`src/hdl/srs_pkg.sv`:
```
// ----------------------------------------------------------------------------
// srs_pkg
// Shared widths, constants and types for the step record statistics block.
// ----------------------------------------------------------------------------
package srs_pkg;

  localparam int STEP_W       = 17;
  localparam int CNT_OUT_W    = 11;
  localparam int IDX_OUT_W    = 10;
  localparam int MEAN_W       = 17;
  localparam int MAX_RECORDS  = 1024;
  localparam int DIV_STEPS    = MEAN_W;
  localparam int DIV_CNT_W    = $clog2(DIV_STEPS);

  localparam logic [STEP_W-1:0] THRESH_RESET = STEP_W'(500);

  typedef logic [STEP_W-1:0] step_t;

  typedef struct packed {
    step_t step_count;
    logic  last_record;
  } srs_in_t;

  typedef struct packed {
    logic [CNT_OUT_W-1:0] record_count;
    logic [IDX_OUT_W-1:0] min_index;
    logic [IDX_OUT_W-1:0] max_index;
    logic [MEAN_W-1:0]    mean_steps;
    logic [IDX_OUT_W-1:0] run_start;
    logic [IDX_OUT_W-1:0] run_end;
    logic                 run_found;
    logic                 empty_set;
    logic                 overflow_flag;
  } srs_out_t;

  typedef enum logic [1:0] {
    ST_COLLECT,
    ST_DIVIDE,
    ST_REPORT
  } srs_state_e;

  typedef struct packed {
    logic take;      // apply the accepted sample
    logic snap;      // last record: capture report, clear set, load divider
    logic div_step;  // one quotient bit
    logic load_out;  // move report into output register
  } srs_cmd_t;

endpackage

```
`src/hdl/srs_stream_if.sv`:
```
// ----------------------------------------------------------------------------
// srs_stream_if
// Valid/ready channel carrying one payload per transfer.
// ----------------------------------------------------------------------------
interface srs_stream_if #(
  parameter type T = logic
);

  logic valid;
  logic ready;
  T     payload;

  modport source (output valid, output payload, input ready);
  modport sink   (input valid, input payload, output ready);

endinterface

```
`src/hdl/step_record_statistics.sv`:
```
// ----------------------------------------------------------------------------
// step_record_statistics
// Running statistics over a set of step-count records with a report per set.
// ----------------------------------------------------------------------------
// Samples are taken one per clock while collecting. A sample marked last is
// folded in, then the set is cleared and the mean is computed by a radix-2
// restoring divider at one quotient bit per cycle; the report is then loaded
// into the output register, and only after that is the next sample taken
// (later if the previous report has not been transferred).
// The report waits in an output register while collection goes on. Samples
// past MaxRecords in a set are dropped and flagged. The threshold write
// port is always ready.
module step_record_statistics #(
  parameter int MaxRecords = srs_pkg::MAX_RECORDS
) (
  input logic          clk_i,
  input logic          rst_ni,
  srs_stream_if.sink   cfg_i,
  srs_stream_if.sink   samp_i,
  srs_stream_if.source rpt_o
);
  import srs_pkg::*;

  srs_cmd_t cmd;
  srs_in_t  sample;
  srs_out_t rpt;
  step_t    cfg_data;

  assign sample      = samp_i.payload;
  assign cfg_data    = cfg_i.payload;
  assign cfg_i.ready = 1'b1;
  assign rpt_o.payload = rpt;

  srs_ctrl u_ctrl (
    .clk_i       (clk_i),
    .rst_ni      (rst_ni),
    .in_valid_i  (samp_i.valid),
    .in_last_i   (sample.last_record),
    .in_ready_o  (samp_i.ready),
    .out_ready_i (rpt_o.ready),
    .out_valid_o (rpt_o.valid),
    .cmd_o       (cmd)
  );

  srs_datapath #(
    .MaxRecords (MaxRecords)
  ) u_datapath (
    .clk_i      (clk_i),
    .rst_ni     (rst_ni),
    .cmd_i      (cmd),
    .step_i     (sample.step_count),
    .cfg_we_i   (cfg_i.valid),
    .cfg_data_i (cfg_data),
    .rpt_o      (rpt)
  );

endmodule

```
`src/hdl/srs_ctrl.sv`:
```
// ----------------------------------------------------------------------------
// srs_ctrl
// Sequencer: collect samples, run the mean divider, hand off the report.
// ----------------------------------------------------------------------------
module srs_ctrl (
  input  logic             clk_i,
  input  logic             rst_ni,
  input  logic             in_valid_i,
  input  logic             in_last_i,
  output logic             in_ready_o,
  input  logic             out_ready_i,
  output logic             out_valid_o,
  output srs_pkg::srs_cmd_t cmd_o
);
  import srs_pkg::*;

  srs_state_e           state_q, state_d;
  logic [DIV_CNT_W-1:0] step_q, step_d;
  logic                 out_valid_q, out_valid_d;

  always_ff @(posedge clk_i or negedge rst_ni) begin
    if (!rst_ni) begin
      state_q     <= ST_COLLECT;
      step_q      <= '0;
      out_valid_q <= 1'b0;
    end else begin
      state_q     <= state_d;
      step_q      <= step_d;
      out_valid_q <= out_valid_d;
    end
  end

  always_comb begin
    state_d    = state_q;
    step_d     = step_q;
    cmd_o      = '0;
    in_ready_o = 1'b0;
    unique case (state_q)
      ST_COLLECT: begin
        in_ready_o = 1'b1;
        if (in_valid_i) begin
          cmd_o.take = 1'b1;
          if (in_last_i) begin
            cmd_o.snap = 1'b1;
            step_d     = '0;
            state_d    = ST_DIVIDE;
          end
        end
      end
      ST_DIVIDE: begin
        cmd_o.div_step = 1'b1;
        step_d         = step_q + DIV_CNT_W'(1);
        if (step_q == DIV_CNT_W'(DIV_STEPS - 1)) begin
          state_d = ST_REPORT;
        end
      end
      ST_REPORT: begin
        if (!out_valid_q || out_ready_i) begin
          cmd_o.load_out = 1'b1;
          state_d        = ST_COLLECT;
        end
      end
      default: state_d = ST_COLLECT;
    endcase
  end

  always_comb begin
    out_valid_d = out_valid_q;
    if (cmd_o.load_out) begin
      out_valid_d = 1'b1;
    end else if (out_ready_i) begin
      out_valid_d = 1'b0;
    end
  end

  assign out_valid_o = out_valid_q;

endmodule

```
`src/hdl/srs_datapath.sv`:
```
// ----------------------------------------------------------------------------
// srs_datapath
// Running min/max/sum/run trackers, report capture, restoring mean divider
// and output register.
// ----------------------------------------------------------------------------
module srs_datapath #(
  parameter int MaxRecords = srs_pkg::MAX_RECORDS
) (
  input  logic              clk_i,
  input  logic              rst_ni,
  input  srs_pkg::srs_cmd_t cmd_i,
  input  srs_pkg::step_t    step_i,
  input  logic              cfg_we_i,
  input  srs_pkg::step_t    cfg_data_i,
  output srs_pkg::srs_out_t rpt_o
);
  import srs_pkg::*;

  localparam int CntW = $clog2(MaxRecords + 1);
  localparam int IdxW = $clog2(MaxRecords);
  localparam int SumW = STEP_W + CntW;
  localparam int DvdW = SumW + 1;
  localparam int DvsW = CntW + 1;
  localparam int RemW = CntW + 2;

  step_t            thresh_q;
  logic [CntW-1:0]  cnt_q, cnt_d;
  step_t            low_q, low_d;
  logic [IdxW-1:0]  low_pos_q, low_pos_d;
  step_t            high_q, high_d;
  logic [IdxW-1:0]  high_pos_q, high_pos_d;
  logic [SumW-1:0]  sum_q, sum_d;
  logic [CntW-1:0]  act_q, act_d;
  logic [CntW-1:0]  best_q, best_d;
  logic [IdxW-1:0]  bend_q, bend_d;
  logic             drop_q, drop_d;

  logic [CntW-1:0]  rep_cnt_q;
  logic [IdxW-1:0]  rep_min_q, rep_max_q, rep_start_q, rep_end_q;
  logic             rep_found_q, rep_empty_q, rep_drop_q;

  logic [RemW-1:0]  rem_q;
  logic [MEAN_W-1:0] quo_q;
  logic [DvsW-1:0]  dvs_q;

  srs_out_t         out_q;

  step_t            s;
  logic             full;
  logic [IdxW-1:0]  idx;
  logic [CntW-1:0]  start_w;
  logic [DvdW-1:0]  dividend;
  logic [RemW-1:0]  trial;
  logic             fits;

  assign s    = step_i;
  assign full = (cnt_q == CntW'(MaxRecords));
  assign idx  = cnt_q[IdxW-1:0];

  always_comb begin
    cnt_d      = cnt_q;
    low_d      = low_q;
    low_pos_d  = low_pos_q;
    high_d     = high_q;
    high_pos_d = high_pos_q;
    sum_d      = sum_q;
    act_d      = act_q;
    best_d     = best_q;
    bend_d     = bend_q;
    drop_d     = drop_q;
    if (full) begin
      drop_d = 1'b1;
    end else begin
      cnt_d = cnt_q + CntW'(1);
      if (cnt_q == '0 || s < low_q) begin
        low_d     = s;
        low_pos_d = idx;
      end
      if (s > high_q) begin
        high_d     = s;
        high_pos_d = idx;
      end
      sum_d = sum_q + SumW'(s);
      act_d = (s > thresh_q) ? act_q + CntW'(1) : '0;
      if (act_d != '0 && act_d >= best_q) begin
        best_d = act_d;
        bend_d = idx;
      end
    end
  end

  assign start_w  = CntW'(bend_d) + CntW'(1) - best_d;
  assign dividend = {sum_d, 1'b0} + DvdW'(cnt_d);

  always_ff @(posedge clk_i or negedge rst_ni) begin
    if (!rst_ni) begin
      thresh_q <= THRESH_RESET;
    end else if (cfg_we_i) begin
      thresh_q <= cfg_data_i;
    end
  end

  always_ff @(posedge clk_i or negedge rst_ni) begin
    if (!rst_ni) begin
      cnt_q      <= '0;
      low_q      <= '0;
      low_pos_q  <= '0;
      high_q     <= '0;
      high_pos_q <= '0;
      sum_q      <= '0;
      act_q      <= '0;
      best_q     <= '0;
      bend_q     <= '0;
      drop_q     <= 1'b0;
    end else if (cmd_i.snap) begin
      cnt_q      <= '0;
      low_q      <= '0;
      low_pos_q  <= '0;
      high_q     <= '0;
      high_pos_q <= '0;
      sum_q      <= '0;
      act_q      <= '0;
      best_q     <= '0;
      bend_q     <= '0;
      drop_q     <= 1'b0;
    end else if (cmd_i.take) begin
      cnt_q      <= cnt_d;
      low_q      <= low_d;
      low_pos_q  <= low_pos_d;
      high_q     <= high_d;
      high_pos_q <= high_pos_d;
      sum_q      <= sum_d;
      act_q      <= act_d;
      best_q     <= best_d;
      bend_q     <= bend_d;
      drop_q     <= drop_d;
    end
  end

  // Report capture (payload, no reset)
  always_ff @(posedge clk_i) begin
    if (cmd_i.snap) begin
      rep_cnt_q   <= cnt_d;
      rep_empty_q <= (cnt_d == '0);
      rep_min_q   <= (cnt_d == '0) ? '0 : low_pos_d;
      rep_max_q   <= (cnt_d == '0) ? '0 : high_pos_d;
      rep_found_q <= (best_d != '0);
      rep_end_q   <= (best_d != '0) ? bend_d : '0;
      rep_start_q <= (best_d != '0) ? start_w[IdxW-1:0] : '0;
      rep_drop_q  <= drop_d;
    end
  end

  // Radix-2 restoring divider: quotient < 2**MEAN_W, so the upper dividend
  // bits start out below the divisor.
  assign trial = {rem_q[RemW-2:0], quo_q[MEAN_W-1]};
  assign fits  = (trial >= RemW'(dvs_q));

  always_ff @(posedge clk_i) begin
    if (cmd_i.snap) begin
      rem_q <= RemW'(dividend[DvdW-1:MEAN_W]);
      quo_q <= dividend[MEAN_W-1:0];
      dvs_q <= {cnt_d, 1'b0};
    end else if (cmd_i.div_step) begin
      rem_q <= fits ? trial - RemW'(dvs_q) : trial;
      quo_q <= {quo_q[MEAN_W-2:0], fits};
    end
  end

  always_ff @(posedge clk_i) begin
    if (cmd_i.load_out) begin
      out_q.record_count  <= CNT_OUT_W'(rep_cnt_q);
      out_q.min_index     <= IDX_OUT_W'(rep_min_q);
      out_q.max_index     <= IDX_OUT_W'(rep_max_q);
      out_q.mean_steps    <= rep_empty_q ? '0 : quo_q;
      out_q.run_start     <= IDX_OUT_W'(rep_start_q);
      out_q.run_end       <= IDX_OUT_W'(rep_end_q);
      out_q.run_found     <= rep_found_q;
      out_q.empty_set     <= rep_empty_q;
      out_q.overflow_flag <= rep_drop_q;
    end
  end

  assign rpt_o = out_q;

endmodule
```
`src/flat_wrapper.sv`:
```
// flat-port wrapper written by rule: the top's interface ports become plain ports
module step_record_statistics_flat import srs_pkg::*;
#(
  parameter int MaxRecords = srs_pkg::MAX_RECORDS
)
  (clk_i, rst_ni, cfg_i_valid, cfg_i_payload, cfg_i_ready, samp_i_valid, samp_i_payload, samp_i_ready, rpt_o_valid, rpt_o_payload, rpt_o_ready);
  srs_stream_if cfg_i_i ();
  srs_stream_if samp_i_i ();
  srs_stream_if rpt_o_i ();
  input logic clk_i;
  input logic rst_ni;
  input wire logic [$bits(cfg_i_i.valid)-1:0] cfg_i_valid;
  input wire logic [$bits(cfg_i_i.payload)-1:0] cfg_i_payload;
  output wire logic [$bits(cfg_i_i.ready)-1:0] cfg_i_ready;
  input wire logic [$bits(samp_i_i.valid)-1:0] samp_i_valid;
  input wire logic [$bits(samp_i_i.payload)-1:0] samp_i_payload;
  output wire logic [$bits(samp_i_i.ready)-1:0] samp_i_ready;
  output wire logic [$bits(rpt_o_i.valid)-1:0] rpt_o_valid;
  output wire logic [$bits(rpt_o_i.payload)-1:0] rpt_o_payload;
  input wire logic [$bits(rpt_o_i.ready)-1:0] rpt_o_ready;
  assign cfg_i_i.valid = cfg_i_valid;
  assign cfg_i_i.payload = cfg_i_payload;
  assign cfg_i_ready = cfg_i_i.ready;
  assign samp_i_i.valid = samp_i_valid;
  assign samp_i_i.payload = samp_i_payload;
  assign samp_i_ready = samp_i_i.ready;
  assign rpt_o_valid = rpt_o_i.valid;
  assign rpt_o_payload = rpt_o_i.payload;
  assign rpt_o_i.ready = rpt_o_ready;
  step_record_statistics #(.MaxRecords(MaxRecords)) u_core (.clk_i(clk_i), .rst_ni(rst_ni), .cfg_i(cfg_i_i), .samp_i(samp_i_i), .rpt_o(rpt_o_i));
endmodule
```
`config.mk`:
```
export PLATFORM = sky130hd
export DESIGN_NAME = step_record_statistics_flat
export DESIGN_NICKNAME = d
export VERILOG_FILES = /design/src/hdl/srs_pkg.sv /design/src/hdl/srs_stream_if.sv /design/src/hdl/step_record_statistics.sv /design/src/hdl/srs_ctrl.sv /design/src/hdl/srs_datapath.sv /design/src/flat_wrapper.sv
export SDC_FILE = /design/constraint.sdc
export NUM_CORES = 1
export LEC_CHECK = 0
export ABC_AREA = 0
export ABC_CLOCK_PERIOD_IN_PS = 2050
export CORE_MARGIN = 8
export CORE_UTILIZATION = 30
export CTS_BUF_LIST = sky130_fd_sc_hd__clkbuf_4 sky130_fd_sc_hd__clkbuf_8
export DETAILED_ROUTE_END_ITERATION = 8
export DONT_BUFFER_PORTS = 1
export PLACE_DENSITY_LB_ADDON = 0.05
export SETUP_SLACK_MARGIN = 0.4
export SLEW_MARGIN = 20
export SYNTH_ARGS = -nofsm -noshare
export SYNTH_HDL_FRONTEND = slang
export SYNTH_SLANG_ARGS = --single-unit
```
`constraint.sdc`:
```
create_clock -name clk_i -period 2.05 [get_ports clk_i]
set_input_delay 0.3075 -clock clk_i [delete_from_list [all_inputs] [get_ports clk_i]]
set_output_delay 0.3075 -clock clk_i [all_outputs]
set_load 0.01 [all_outputs]
```
After elaboration in Yosys (flattened, before gate mapping)
Cells that the tools add are included.
{ "op_classes": {"div_mod_pow": 0, "bitwise": 0, "n_eq_ne": 9, "n_mux": 22, "reduce_logical": 9, "n_mul": 0, "order_cmp": 0, "addsub": 2, "n_shift": 0} }
{ "ops": {"columns": ["op", "n"], "rows": [
  ["two-way mux 11 bit", 3],
  ["two-way mux 2 bit", 6],
  ["adder 11 x 1 -> 11 bit, second input constant", 1],
  ["== test 11 bit, second input constant", 1],
  ["two-way mux 5 bit", 2],
  ["one-hot mux 5 bit (2 select lines)", 1],
  ["two-way mux 1 bit", 9],
  ["inequality test 2 bit, second input constant", 4],
  ["one-hot mux 2 bit (3 select lines)", 1],
  ["nonzero test 2 bit", 3],
  ["adder 5 x 1 -> 5 bit, second input constant", 1],
  ["== test 5 bit, second input constant", 1],
  ["AND reduction 4 bit", 1],
  ["inequality test 3 bit, second input constant", 1],
  ["AND reduction 3 bit", 1],
  ["== test 2 x 1 -> 1 bit, second input constant", 1],
  ["== test 2 bit, second input constant", 1],
  ["logical NOT 2 bit", 1],
  ["AND reduction 2 bit", 1],
  ["logical NOT 1 bit", 1],
  ["logical OR 1 bit", 1]
]} }
{ "totals": {"elab_cells": 49, "rom_bits": 0, "register_bits": 22, "output_inout_bits": 4, "latchBits": 0, "input_bits": 7, "ram_bits": 0, "n_memories": 0} }

Longest topological paths before layout
{ "logic_depth": {"word_depth": 5, "mapped_depth": 5, "ltp_nobuf": 5} }

Cells and area by module
Synthesis repeated with hierarchy kept, for this count alone.
{ "unflattened": {"cells_unflattened": 1680, "area_unflattened_um2": 17490.5} }
{ "modules_own_cells": {"columns": ["module", "seq_area_each_um2", "n_inst", "area_per_inst_um2", "cells_per_inst"], "rows": [
  ["srs_datapath", 8210.4, 1, 17043.8, 1632],
  ["srs_ctrl", 200.2, 1, 431.7, 45],
  ["step_record_statistics", 0.0, 1, 15.0, 3]
]} }

Worst setup path after synthesis
Ideal clock, no wire load.
{ "synth_path": {"path_type": "reg-to-reg", "from": "register u_core.u_datapath.cnt_q[3]", "to": "register u_core.u_datapath.cnt_q[0]", "path_slack_ps": 387, "n_path_buf": 0, "path_stages_with_launch": 4, "setup_time_ps": 121, "synth_period_minus_slack_ps": 1663, "arrival_time_ps": 1542, "required_time_ps": 1929, "cell_sequence": "dfrtp_1 > or4_4 > or3_4 > a22o_1"} }
{ "synth_via": {"elab_chain_len": 3} }
{ "synth_lines": {"columns": ["element", "line", "text"], "rows": [
  ["start, declared", "srs_datapath.sv:27", "logic [CntW-1:0] cnt_q, cnt_d;"],
  ["start signal, assigned", "srs_datapath.sv:127", "cnt_q <= cnt_d;"],
  ["== test 11 bit", "srs_datapath.sv:57", "assign full = (cnt_q == CntW'(MaxRecords));"],
  ["inequality test 3 bit (no line)", null, null],
  ["AND reduction 2 bit (no line)", null, null]
]} }
Every way passes these cells.
A chain may end at the register's enable or synchronous reset.

Worst setup path in the final report
Same ends and word-level chain as after synthesis.

==> flow_summary_export.csv <==
group,metric,value,unit
cells_and_area,finalNetCount,150,
run_status,violations,"negative hold slack",
critical_path,crit_family,"simple AND/OR/NAND/NOR gates",
timing,holdWs,-0.005520,ns
critical_path,timing.rr.start,"u_core.u_datapath.cnt_q[3]",
timing,slew_viol_final,0,
power_and_ir_drop,vdd.ir_drop.worst,0.0003451,V
critical_path,worstPathCellList,"or4_4, or3_4, a22o_1",
power_and_ir_drop,p_per_area,1151,nW/um2
clocking,cts_buffer_depth,2,
synthesis,synth_area_leaders,"dfrtp_1, edfxtp_1, ha_1",
clocking,cts_tree,"built",
routing,drt-met1-wl,1.414,mm
timing,tightest_slew,0.5296,ns
critical_path,slowest_stage,"or4_4",
cells_and_area,multi_input_area,641.9,um2
timing,period_minus_slack,1.670,ns
clocking,root_buffer,"clkbuf_8",
die,fp.coreArea,4000,um2
clocking,cts_sinks,22,
grt,grt_remaining_overflow,0,
routing,routed_wl,2.891,mm
routing,drt_iter0_drc,74,
critical_path,critPathBufInv,0,
routing,highest_layer,"met4",
cells_and_area,drive_above_1_share,19.71,%
timing,period_share,81.48,%
die,fp.dieArea,6488,um2
routing,drt_pass1_iterations,4,
routing,vias,1009,
synthesis,synth_top_area_share,40.04,%
routing,dr_wl_met3,75,um
run_status,status,"finished, violations left",
critical_path,start_kind,"flop",
synthesis,ys_dominant_reg_cell,"dfrtp_1",
die,io_pins,11,
timing,tns,0,ns
cells_and_area,post-route-util,35.78,%
synthesis,synth_cell_type_count,44,
placement,port_buffers,0,
synthesis,yosysMostFrequentCell,"dfrtp_1",
critical_path,crit_path_start,"u_core.u_datapath.cnt_q[3]",
routing,dr_wl_met2,1.379,mm
synthesis,syn-instance-count,129,
die,initial_core_util,31.25,%
placement,dpl.hpwl,2.000,mm
synthesis,synth_common_cells,"dfrtp_1, nand2_1, inv_1, nand2b_1, nor2_1",
grt,grt_pass1_vias,969,
routing,vias_per_cell,5.396,
grt,grt_max_degree,21,
synthesis,syn-num-nets,140,
timing,setup_viol,0,
routing,ant_nets,0,
grt,grtUsageTotal,9.488,%
synthesis,yosysWarnings,0,
placement,gp_congestion,0.7707,
routing,wire_per_inst,15.46,um
min_path,min_path_type,"in -> async",
cells_and_area,final.fill_count,411,
synthesis,yosysTopAreaCell,"dfrtp_1",
flow_run,maxCapViolCount,0,
routing,drc,0,
die,fp.dieW,80.55,um
clocking,clk_pin_slew_worst_paths,0.08,ns
die,num_rows,23,
synthesis,synthArstFlopShare,90.91,%
grt,grt_first_pass_wirelength,4.830,mm
critical_path,endpoint_kind,"flop",
power_and_ir_drop,p_leak,0.5972,nW
timing,skew,0.003487,ns
critical_path,cp_max_fo,4,
cells_and_area,antennaDiodeCount,0,
synthesis,yosysSeqAreaShare,44.84,%
synthesis,synth-edff-count,2,
grt,antenna_found_initial,0,
synthesis,syn_area,1250,um2
timing,max_clock_freq,598.7,MHz
critical_path,cp_slowest_stage_delay,0.56,ns
clocking,clk_latency,0.26,ns
cells_and_area,area_growth,14.51,%
critical_path,path_class,"reg -> reg",
synthesis,synth_area_per_cell,9.690,um2
cells_and_area,regArea,564.3,um2
critical_path,critPathArrivalTime,1.83,ns
critical_path,cp.required,2.21,ns
clocking,cts_buffers,3,
synthesis,ys_ff_latch,22,
timing,rsz0062_at_grt,"yes",
timing,slew_headroom,64.69,%
power_and_ir_drop,p_total,1.648,mW
die,die_y,80.55,um
clocking,htreeDepth,1,
timing,finalHoldViolCount,10,
==> worst reg2reg max path: cells and delay by family, from the launching register on <==
family	cells	cell delay (ns)
compound gates	1	0.20
simple gates	2	0.97
flops	1	0.39
==> sequential cells by signal, indices dropped and copies added (netlist names) <==
signal,flops
u_core.u_datapath.rpt_o,1
u_core.u_ctrl.state_q,2
u_core.u_ctrl.out_valid_o,1
u_core.u_datapath.drop_q,1
u_core.u_datapath.rep_drop_q,1
u_core.u_datapath.cnt_q,11
u_core.u_ctrl.step_q,5
==> worst paths after layout <==
kind                                               to  slack [ns]  depth (start not counted)
max reg2reg                u_core.u_datapath.cnt_q[0]        0.38                          3
min in group clk_i           u_core.u_datapath.drop_q        0.13                          1
max in group asynchronous    u_core.u_ctrl.state_q[0]        1.70                          1
max                        u_core.u_datapath.cnt_q[0]        0.38                          3
min reg2reg                u_core.u_datapath.rpt_o[0]        0.46                          0
min                        u_core.u_datapath.cnt_q[4]      -0.006                          1
==> area by class of cell <==
cell class	instances	area share [%]
multi-input combinational	91	44.84
sequential	22	39.42
timing repair buffer	12	6.119
tap	50	4.371
clock buffer	3	2.885
inverter	9	2.360
==> metal layers <==
layer,vias up,track usage (%)
met4,0,3.455
met1,498,11.92
met3,2,2.232
li1,501,-
met2,8,15.32
met5,-,0
==> cell usage in the layout (no fill, tap or decap), types with 2 or more instances in the layout <==
master and n:
dfrtp_1 17, nand2_1 11, buf_4 11, inv_1 9
nand2b_1 7, nor2_1 6, a21oi_1 4, o21ai_0 4
nand4_1 4, nor3_1 3, nand3_1 3, nor4_1 3
a221o_1 3, ha_1 3, clkbuf_8 3, dfrtp_2 3
and3_1 2, or4_4 2, nor3b_1 2, o311ai_0 2
o41ai_1 2, or3_1 2, o211ai_1 2, o31ai_1 2
or4_1 2, mux2i_1 2, nor2b_1 2, edfxtp_1 2
==> report_power, final <==
part | total (mW) | internal (mW) | leakage (nW) | switching [mW]
logic | 0.659 | 0.308 | 0.317 | 0.351
clock network | 0.270 | 0.131 | 0.0216 | 0.139
registers | 0.719 | 0.585 | 0.259 | 0.134
==> cell families after synthesis <==
kind of cell / share of synthesized area [%]
DFF: 44.85
other: 0.3000
and+or+nand+nor: 26.52
adders and majority gates: 4.004
muxes: 1.602
buffers and inverters: 5.205
AOI/OAI and AO/OA: 17.52
==> through the flow <==
stage          cell area, um2  cells  worst slack, ns
6_report                 1431    187           0.3796
5_1_grt                  1431    187           0.3487
4_1_cts                  1404    183           0.3849
3_5_place_dp             1308    175           0.3211
3_3_place_gp             1308    175           0.3406
2_1_floorplan            1254    129           0.4128
==> what timing repair did <==
item	4_1_cts	5_1_grt
endpoints found under the setup margin	7	6
pin swaps	2	0
resized for setup	6	2
buffers inserted	4	4
endpoints found under the hold margin	20	0
hold buffers	1	0
(Power assumes the default switching activity.)
